`src/rtl/qrs_pkg.sv`:
```
package qrs_pkg;

  localparam int SqrtSteps = 25;
  localparam int DivSteps  = 33;

  typedef enum logic [1:0] {
    KIND_TWO  = 2'd0,
    KIND_ONE  = 2'd1,
    KIND_NONE = 2'd2
  } kind_t;

  typedef struct packed {
    logic signed [15:0] coef_a;
    logic signed [15:0] coef_b;
    logic signed [15:0] coef_c;
  } operands_t;

  typedef struct packed {
    logic signed [39:0] root_plus;
    logic signed [39:0] root_minus;
    kind_t              root_kind;
  } result_t;

  // Side data that rides along the square root chain.
  typedef struct packed {
    kind_t              kind;
    logic signed [33:0] base;
    logic signed [15:0] dvs;
  } sq_side_t;

  typedef struct packed {
    logic [49:0] rad;
    logic [25:0] rem;
    logic [24:0] root;
  } sq_data_t;

  // Side data that rides along the divider chain.
  typedef struct packed {
    kind_t       kind;
    logic        neg_p;
    logic        neg_m;
    logic [15:0] dvs;
  } dv_side_t;

  typedef struct packed {
    logic [32:0] num_p;
    logic [32:0] num_m;
    logic [15:0] rem_p;
    logic [15:0] rem_m;
  } dv_data_t;

endpackage

```
`src/rtl/qrs_sqrt_cell.sv`:
```
module qrs_sqrt_cell import qrs_pkg::*; (
  input  logic     clk,
  input  logic     rst,
  input  logic     vld_in,
  input  sq_side_t side_in,
  input  sq_data_t data_in,
  output logic     vld_out,
  output sq_side_t side_out,
  output sq_data_t data_out
);

  logic [27:0] cur;
  logic [27:0] trial;
  logic [27:0] diff;
  logic        fit;
  sq_data_t    data_next;

  // One result bit per cell: bring down two radicand bits, try 4*root+1.
  always_comb begin
    cur   = {data_in.rem, data_in.rad[49:48]};
    trial = {1'b0, data_in.root, 2'b01};
    diff  = cur - trial;
    fit   = (cur >= trial);
    data_next.rad  = {data_in.rad[47:0], 2'b00};
    data_next.rem  = fit ? diff[25:0] : cur[25:0];
    data_next.root = {data_in.root[23:0], fit};
  end

  always_ff @(posedge clk) begin
    if (rst) begin
      vld_out <= 1'b0;
    end else begin
      vld_out <= vld_in;
    end
  end

  always_ff @(posedge clk) begin
    side_out <= side_in;
    data_out <= data_next;
  end

endmodule

```
`config.mk`:
```
export PLATFORM = sky130hd
export DESIGN_NAME = qrs_sqrt_cell
export DESIGN_NICKNAME = d
export VERILOG_FILES = /design/src/rtl/qrs_pkg.sv /design/src/rtl/qrs_sqrt_cell.sv
export SDC_FILE = /design/constraint.sdc
export NUM_CORES = 1
export LEC_CHECK = 0
export BUFFER_PORTS_ARGS = -buffer_cell sky130_fd_sc_hd__buf_2
export CAP_MARGIN = 20
export CORE_MARGIN = 4
export CORE_UTILIZATION = 40
export CTS_BUF_LIST = sky130_fd_sc_hd__clkbuf_8
export DETAILED_ROUTE_END_ITERATION = 8
export HOLD_SLACK_MARGIN = 0.02
export PLACE_DENSITY = 0.79
export RECOVER_POWER = 50
export SLEW_MARGIN = 20
export SYNTH_ARGS = -nofsm -noshare
export SYNTH_HDL_FRONTEND = slang
export SYNTH_SLANG_ARGS = --single-unit
```
`constraint.sdc`:
```
create_clock -name clk -period 2.53 [get_ports clk]
set_input_delay 0.3795 -clock clk [delete_from_list [all_inputs] [get_ports clk]]
set_output_delay 0.3795 -clock clk [all_outputs]
set_load 0.02 [all_outputs]
```
# Word level (Yosys, flattened, before mapping)
# Index checks and enable logic that the tools add are counted.
# totals
input_bits,156
latchBits,0
rom_bits,0
wordCells,10
reg_bits,152
ramBits,0
n_memories,0
# classes
n_addsub,1
mul,0
n_mux,1
reduce_logical,0
eq_ne,0
order_cmp,1
shift,0
div,0
bitwise_logic,0
# ops
cell,count
greater-or-equal comparator 28 x 27 -> 1 bit,1
2-to-1 mux 26 bit,1
subtractor 26 bit,1

# Logic depth before layout (Yosys ltp)
# depth
depth_word,2
ltp_mapped,12

# Worst setup path before layout
# No wires, ideal clock.
# synth_path
path_type,input to register
start,in data_in[5] (netlist name)
end,reg data_out[33] (netlist name)
t_required_ps,2409
setup_ps,121
slack_ps,-54
t_arrival_ps,2462
stages,10
path_cell_list,inv_1 ha_1 a2111oi_2 a21oi_4 a21oi_2 o31a_1 o21a_1 buf_6 buf_6 mux2_4
# synth_lines
element,line,source
"start, declared",qrs_sqrt_cell.sv:6,"input sq_data_t data_in,"
"end signal, assigned",qrs_sqrt_cell.sv:39,data_out <= data_next;
"end, declared",qrs_sqrt_cell.sv:9,output sq_data_t data_out

==> reports/summary.txt <==
Syn Inst Count - 410
DP Worst Slack - -0.0590 ns
Max Slew Vio Count - 0
Die Wd - 120 um
Wirelength per Cell - 17.5 um
Fmax - 407 MHz
number of CTS-inserted buffers - 17
Clock Sinks - 152
crit start category - input pin
Clock Root Buffer - clkbuf_8
final net count - 1074
total congestion overflow - 0
Mapped Area - 0.00498 sq mm
Tcrit/Tclk final - 97.1%
critical path class - input pin to register
vias per cell - 4.56
post-layout minimum cycle time - 2.46 ns
final number of hold-violating endpoints - 0
design area - 0.00860 sq mm
Multi-input gate area - 0.00178 sq mm
RSZ-0062 raised after global routing - no
Final Power - 0.00584 W
initial DRC count - 300
FF+latch count, synth - 152
all-layer global routing usage - 25.7%
Via Count - 4907
Post-synth EDFFs - 0
Post-Syn Area per Cell - 12.1 sq um
number of distinct library cells after synthesis - 53
Core ar. - 0.0121 sq mm
die area - 0.0143 sq mm
WP data arrival - 2.80 ns
Worst Setup End Kind - register
number of global-route vias before repair - 5187
routability cong. - 0.834
final core utilization - 71.0%
Filler cells - 878
Area Growth Syn to Fin - 72.9%
share of cells above drive strength 1 - 41.6%
Synth async-reset ratio - 0%
worst path required time - 2.87 ns
Post-DP HPWL - 12600 um
row count - 40
Setup violations, final - 0
Main synth FF type - dfxtp_1
maximum clock path buffer count - 2
DP Area - 0.00705 sq mm
WHS Path Cells - 1
first-pass GRT wire length - 28000 um
setup ws final - 0.0726 ns
pwr dens - 678 mW/mm^2
PortBufs - 307
Max-cap violations - 0
Initial Util - 41.1%
CTS H-tree depth - 4
CTS tree - yes
clock slew at reported path FFs - 0.09 ns
Leak - 4.23 nW
DRC violations left - 0
yosys warns - 0
register area share after synthesis - 61.1%
hold_sp - data_in[2]
Final ANT Viol Nets - 0
WL final - 18800 um
largest net degree at the start of global routing - 22
status - finished, final reports clean
Storage cell area - 0.00304 sq mm
DR pass1 iterations - 4
Hold EP - data_out[3]$_DFF_P_
die extent in y - 120 um
worst-path maximum fanout - 5
VDD IR-drop max - 0.444 mV
initial antenna violation count - 6
HP Class - input pin to register
# IOs - 310
-- through the flow --
step	instances	hold slack (ns)	TNS [ns]
final	1075	0.0487	0
after CTS	1066	0.0219	0
after global placement	922	0.482	-0.471
after global routing	1075	0.0203	0
after floorplan	411	0.407	0
after detailed placement	922	0.483	-0.869
-- final cells by class --
cell class	instances	share of cell area [%]
timing repair buffer	474	35.6
multi-input combinational	212	20.7
antenna	3	0.0873
tap	168	2.44
clock inverter	15	1.67
inverter	34	1.48
clock buffer	17	2.72
sequential	152	35.4
-- logic make-up (layout without fill, tap and decap cells) --
kind of cell               count (synthesis)  in the layout  synth area share [%]
other                                      1              5                0.0753
and+or+nand+nor                           55             55                  5.51
muxes                                     24             24                  6.61
DFF                                      152            152                  61.1
xor gates and xnor gates                  24             24                  4.22
adders and majority gates                 27             27                  6.79
buffers and inverters                     47            540                  4.30
AOI/OAI and AO/OA                         80             80                  11.4
-- placed cells by master, fill, tap and decap left out, types with 3 or more instances in the layout --
cell and count:
nor2_1 14, ha_1 23, or3_1 5, a21oi_1 21
mux2_4 16, o21bai_1 3, a211oi_1 3, clkbuf_1 44
xor2_1 4, a21o_1 7, buf_4 48, a211o_1 3
o21ai_0 9, mux2_1 7, diode_2 3, o21a_1 4
inv_1 34, dlygate4sd3_1 116, clkinv_2 3, nor2b_1 4
xnor2_1 20, inv_8 4, nand2_1 12, nand3_1 5
nand4_1 7, o211ai_1 5, buf_2 261, dfxtp_1 152
clkbuf_8 17
-- synthesized netlist by cell type, types with 6 or more instances --
cell type / number / area [sq um]
nand2_1: 12 / 45.0
nand4_1: 7 / 43.8
o21ai_0: 10 / 50.1
nor2_1: 14 / 52.6
a21o_1: 7 / 52.6
ha_1: 27 / 338
mux2_1: 7 / 78.8
buf_2: 6 / 30.0
xnor2_1: 20 / 175
a21oi_1: 21 / 105
inv_1: 33 / 124
mux2_4: 16 / 240
dfxtp_1: 152 / 3040
-- per-layer routing --
| metal | routed length [um] | track usage [%] |
|---|---|---|
| met3 | 1620 | 10.1 |
| met5 | 35 | 0 |
| met1 | 6950 | 27.2 |
| met4 | 762 | 11.2 |
| met2 | 9420 | 45.0 |
-- worst max-delay path, cell delays in order --
cell and delay, ns:
dlygate4sd3_1 0.53, buf_2 0.10, inv_1 0.04, ha_2 0.36
nand3_1 0.09, or3_1 0.39, or3_1 0.40, o21ai_2 0.14
xor2_1 0.08, mux2_1 0.28
-- power by group --
part / internal [W] / switching (W) / total, W
sequential: 0.00259 / 0.0000552 / 0.00264
clock: 0.000801 / 0.000969 / 0.00177
combinational: 0.000686 / 0.000736 / 0.00142
total: 0.00408 / 0.00176 / 0.00584
-- worst max-delay path by stage --
stage / to / start / slack, ns / depth (start not counted)
final: data_out[50]$_DFF_P_ / data_in[20] / 0.07 / 10
after global routing: data_out[27]$_DFF_P_ / data_in[20] / 0.004 / 11
after CTS: data_out[50]$_DFF_P_ / data_in[20] / 0.01 / 10
after detailed placement: data_out[29]$_DFF_P_ / data_in[9] / -0.06 / 11
after global placement: data_out[50]$_DFF_P_ / data_in[5] / -0.04 / 11
after floorplan: data_out[33]$_DFF_P_ / data_in[7] / 0.007 / 12
-- registers in the layout, indices dropped and copies added, names as in the netlist --
register  count
vld_out       1
side_out     52
data_out     99
-- repair_timing --
item / in CTS / in global routing
buffers inserted: 0 / 1
resized for setup: 0 / 7
hold endpoints to repair: 112 / 4
endpoints found under the setup margin: 0 / 23
hold buffers: 112 / 4
Power figures use the tool's default switching activity.
