<file path="config.mk">
export PLATFORM = sky130hd
export DESIGN_NAME = qrs_div_cell
export DESIGN_NICKNAME = d
export VERILOG_FILES = /design/src/rtl/qrs_pkg.sv /design/src/rtl/qrs_div_cell.sv
export SDC_FILE = /design/constraint.sdc
export NUM_CORES = 1
export LEC_CHECK = 0
export ABC_AREA = 1
export BUFFER_PORTS_ARGS = -buffer_cell sky130_fd_sc_hd__buf_4
export CAP_MARGIN = 15
export CORE_ASPECT_RATIO = 0.6
export CORE_MARGIN = 4
export CORE_UTILIZATION = 30
export CTS_BUF_LIST = sky130_fd_sc_hd__clkbuf_16
export CTS_CLUSTER_DIAMETER = 200
export CTS_CLUSTER_SIZE = 8
export DETAILED_ROUTE_END_ITERATION = 12
export HOLD_SLACK_MARGIN = 0.08
export SLEW_MARGIN = 10
export SYNTH_ARGS = -nofsm -noshare
export SYNTH_HDL_FRONTEND = slang
export SYNTH_SLANG_ARGS = --single-unit
</file>
<file path="constraint.sdc">
create_clock -name clk -period 2 [get_ports clk]
set_input_delay 0.2 -clock clk [delete_from_list [all_inputs] [get_ports clk]]
set_output_delay 0.2 -clock clk [all_outputs]
set_load 0.05 [all_outputs]
</file>
<file path="src/rtl/qrs_pkg.sv">
package qrs_pkg;

  localparam int SqrtSteps = 25;
  localparam int DivSteps  = 33;

  typedef enum logic [1:0] {
    KIND_TWO  = 2'd0,
    KIND_ONE  = 2'd1,
    KIND_NONE = 2'd2
  } kind_t;

  typedef struct packed {
    logic signed [15:0] coef_a;
    logic signed [15:0] coef_b;
    logic signed [15:0] coef_c;
  } operands_t;

  typedef struct packed {
    logic signed [39:0] root_plus;
    logic signed [39:0] root_minus;
    kind_t              root_kind;
  } result_t;

  // Side data that rides along the square root chain.
  typedef struct packed {
    kind_t              kind;
    logic signed [33:0] base;
    logic signed [15:0] dvs;
  } sq_side_t;

  typedef struct packed {
    logic [49:0] rad;
    logic [25:0] rem;
    logic [24:0] root;
  } sq_data_t;

  // Side data that rides along the divider chain.
  typedef struct packed {
    kind_t       kind;
    logic        neg_p;
    logic        neg_m;
    logic [15:0] dvs;
  } dv_side_t;

  typedef struct packed {
    logic [32:0] num_p;
    logic [32:0] num_m;
    logic [15:0] rem_p;
    logic [15:0] rem_m;
  } dv_data_t;

endpackage

</file>
<file path="src/rtl/qrs_div_cell.sv">
module qrs_div_cell import qrs_pkg::*; (
  input  logic     clk,
  input  logic     rst,
  input  logic     vld_in,
  input  dv_side_t side_in,
  input  dv_data_t data_in,
  output logic     vld_out,
  output dv_side_t side_out,
  output dv_data_t data_out
);

  logic [16:0] cur_p;
  logic [16:0] cur_m;
  logic [16:0] dvs_ext;
  logic [16:0] diff_p;
  logic [16:0] diff_m;
  logic        fit_p;
  logic        fit_m;
  dv_data_t    data_next;

  // Restoring division, one quotient bit per cell for both roots. The
  // quotient bits shift into the numerator register as it empties.
  always_comb begin
    dvs_ext = {1'b0, side_in.dvs};
    cur_p   = {data_in.rem_p, data_in.num_p[32]};
    cur_m   = {data_in.rem_m, data_in.num_m[32]};
    diff_p  = cur_p - dvs_ext;
    diff_m  = cur_m - dvs_ext;
    fit_p   = (cur_p >= dvs_ext);
    fit_m   = (cur_m >= dvs_ext);
    data_next.num_p = {data_in.num_p[31:0], fit_p};
    data_next.num_m = {data_in.num_m[31:0], fit_m};
    data_next.rem_p = fit_p ? diff_p[15:0] : cur_p[15:0];
    data_next.rem_m = fit_m ? diff_m[15:0] : cur_m[15:0];
  end

  always_ff @(posedge clk) begin
    if (rst) begin
      vld_out <= 1'b0;
    end else begin
      vld_out <= vld_in;
    end
  end

  always_ff @(posedge clk) begin
    side_out <= side_in;
    data_out <= data_next;
  end

endmodule

</file>
# == Word level (Yosys, flattened, before mapping) ==
# Index checks and enable logic that the tools add are counted.
# classes
addsub,2
magnitude_cmp,2
n_mux,2
# op_table
operator,n
greater-or-equal comparator 17 x 16 -> 1 bit,2
2-to-1 mux 16 bit,2
subtractor 16 bit,2
# word_totals
ff_bits,119
inputBits,121

# == Depth between registers and ports, before layout ==
# depth
ltp_word,2
depth_mapped,13

# == Worst setup path after synthesis ==
# No wires, ideal clock.
# synth_timing
path_kind,input-to-reg
start,in side_in[11] (netlist name)
end,reg data_out[7] (netlist name)
setup_ps,112
arrival_time_ps,1478
t_required_ps,1888
slack_ps,410
path_stages,13
path_buffers,1
path_cell_list,inv_1 > ha_1 > nand2_2 > inv_2 > nand2_1 > nor2_2 > nand3b_1 > nand2_1 > nor2_4 > nand2_4 > buf_12 > nand2_2 > nand2_1
# synth_rtl
element,line,text
start: declaration,qrs_div_cell.sv:5,"input dv_side_t side_in,"
end signal: assignment,qrs_div_cell.sv:47,data_out <= data_next;
end: declaration,qrs_div_cell.sv:9,output dv_data_t data_out

==> impl_metrics.csv <==
group,metric,value,unit
synthesis,synth_area_leader_cell,"dfxtp_1",
route,drt_iter0_markers,436,
floorplanning,coreArea,16530,um^2
pwr,p_clk_frac,0.368,
pwr,vdd_drop_max,0.5695,mV
timing,report.final.slew_viol_count,0,
synthesis,syn_avg_cell_area,7.724,um^2
place,place_area,7436,um^2
floorplanning,start_util,0.3121,
cts,cts_tree,"yes",
place,hpwl,14450,um
timing,fmax,518.8,MHz
synthesis,synth_area_leaders,"dfxtp_1 (46%), nand2_1 (17%), inv_1 (7.9%)",
synthesis,yosysSeqAreaShare,0.4617,
status,outcome,"completed",
worst_setup_path,cp-end-kind,"register",
floorplanning,pin_count,240,
hold_path,hold_class,"in2reg",
route,dr.pass1.iters,5,
floorplanning,die_area,19430,um^2
synthesis,synth_top_area_frac,0.4617,
route,num_vias,5673,
timing,worst_pin_slew,500.0,ps
floorplanning,placementRows,36,
worst_setup_path,crit_path_start_kind,"input port",
cts,cts_max_path_buffers,2,
cells_and_area,fin_area,9400,um^2
global_route,grt-ovfl-total,0,
synthesis,synth-async-reset-ratio,0,
place,gp_congestion,0.9158,
route,detail_route.vias_per_cell,4.304,
place,dp_slack,-111.7,ps
cells_and_area,fin_cells,1318,
cts,ctsHtreeMaxLevel,4,
global_route,grt_pass1_vias,5679,
cells_and_area,drive_gt1_frac,0.3385,
pwr,p_comb_frac,0.308,
timing,post-route-period-util,0.9638,
cts,cts.sinks,119,
synthesis,syn_area,5160,um^2
timing,finalSetupViolCount,0,
cells_and_area,num_antenna_cells,0,
synthesis,ys_ff_latch,119,
worst_setup_path,critical_path_arrival,2210,ps
cts,cts_root_buffer,"clkbuf_16",
synthesis,yosys-top-cells-count,"nand2_1 (238), dfxtp_1 (119), inv_1 (109), nand3_1 (54), ha_1 (32)",
global_route,grt_pass1_wl,29560,um
synthesis,yosysMostFrequentCell,"nand2_1",
cts,numCtsBuffers,17,
hold_path,holdPathStages,3,
place,port_buffers,239,
pwr,internal_power,5282,uW
pwr,switching_share,0.3530,
synthesis,synthesis.instances,668,
cts,path_clk_slew,60,ps
route,wl,19550,um
pwr,power.density,868.5,nW/um^2
synthesis,synth_ff_type,"dfxtp_1",
floorplanning,die_y,109.6,um
pwr,design_power_total,8164,uW
hold_path,holdPathEnd,"data_out[25]",
pwr,power.share.sequential,0.324,
global_route,grt_usage,0.1959,
timing,hold_violations,0,
global_route,antenna_found_initial,0,
worst_setup_path,critPathKind,"in2reg",
pwr,p_leak,0.005010,uW
timing,period_needed,1928,ps
flow_run,drv_cap,0,
synthesis,synth_edf_count,0,
pwr,net-switching-power,2882,uW
route,wire_per_inst,14.83,um
route,ant_nets,0,
synthesis,ys_types,28,
cells_and_area,fillers,1535,
synthesis,ys_warn_count,0,
place,place_inst,1161,
route,drc_errors,0,
timing,tns,0,ps
cells_and_area,area_growth,82.18,%
worst_setup_path,required,2290,ps
global_route,grt_start_max_net_pins,18,
timing,setup_ws,72.36,ps
hold_path,hp-start,"data_in[24]",
worst_setup_path,cp_max_fo,7,
timing,slew_headroom,0.6660,
floorplanning,die-width,177.3,um
cells_and_area,finalNetCount,1232,
synthesis,synth_fp_nets,823,
[logic make-up after synthesis]
family,share of synthesized area
AO/OA/AOI/OAI,0.02764
AND/OR/NAND/NOR,0.3096
buffers and inverters,0.09530
adder cells (fa/ha/maj),0.08535
flip-flops,0.4617
XOR/XNOR,0.02037
[layout make-up]
class	count	area, um^2	area share
Multi-Input combinational cell	428	2426	0.2581
Clock buffer	17	425.4	0.04525
Timing Repair Buffer	395	3302	0.3513
Clock inverter	15	143.9	0.01531
Tap cell	228	285.3	0.03035
Sequential cell	119	2382	0.2534
Inverter	116	435.4	0.04632
[routing by layer]
layer | wire (um) | global-route usage | vias to the layer above
met3 | 1887 | 0.05876 | 17
met5 | 0 | 0 | -
met1 | 9387 | 0.2852 | 2533
met4 | 187 | 0.04633 | 0
li1 | - | - | 2871
met2 | 8087 | 0.2838 | 252
[state kept, by name, indices dropped and copies added (netlist names)]
register,count
vld_out,1
side_out,20
data_out,98
[per-stage QoR]
stage          hold WS (ps)    util
2_1_floorplan         227.7       -
3_3_place_gp          304.4  0.4498
3_5_place_dp          305.5  0.4498
4_1_cts               80.83  0.5545
5_1_grt               130.4  0.5687
6_report              129.4  0.5687
[placed cells by master, fill, tap and decap left out, drive strengths merged, types with 8 or more instances in the layout]
cell type / count
nor2: 25
a21oi: 18
buf: 278
ha: 32
clkbuf: 17
nand2: 255
dlygate4sd3: 117
inv: 124
nand3: 60
xor2: 10
dfxtp: 119
nand4: 8
[power groups by stage]
stage	logic (uW)	clock network, uW	registers (uW)
3_5_place_dp	2250	0	2690
6_report	2520	3000	2650
4_1_cts	2440	3080	2650
5_1_grt	2700	3180	2660
3_3_place_gp	2240	0	2700
2_1_floorplan	671	0	3450
[worst max-delay path by stage]
stage,from,endpoint,cells past startpoint,slack (ps)
after detailed placement,side_in[14],data_out[14],10,-110
after floorplan,side_in[11],data_out[7],13,410
after CTS,data_in[26],data_out[27],13,2
after global placement,side_in[15],data_out[14],10,-90
after global routing,data_in[26],data_out[19],14,-0.1
final,data_in[26],data_out[19],14,70
[timing repair]
item                                   CTS  global route
setup endpoints to repair                0            16
resized for setup                        0            30
setup buffers                            0             7
endpoints found under the hold margin  115             1
hold buffers                           116             1
[critical path, cell delays in order]
cell and delay (ps):
dlygate4sd3_1 550, buf_4 160, ha_4 300, nand2_2 80, inv_2 60, nand2_1 70, nor2_2 150, nand3b_1 100
nand2_2 90, nor2_4 60, buf_12 140, buf_6 120, nand3_1 60, nand2_1 70
No activity file was read; power rests on OpenSTA's default activity.
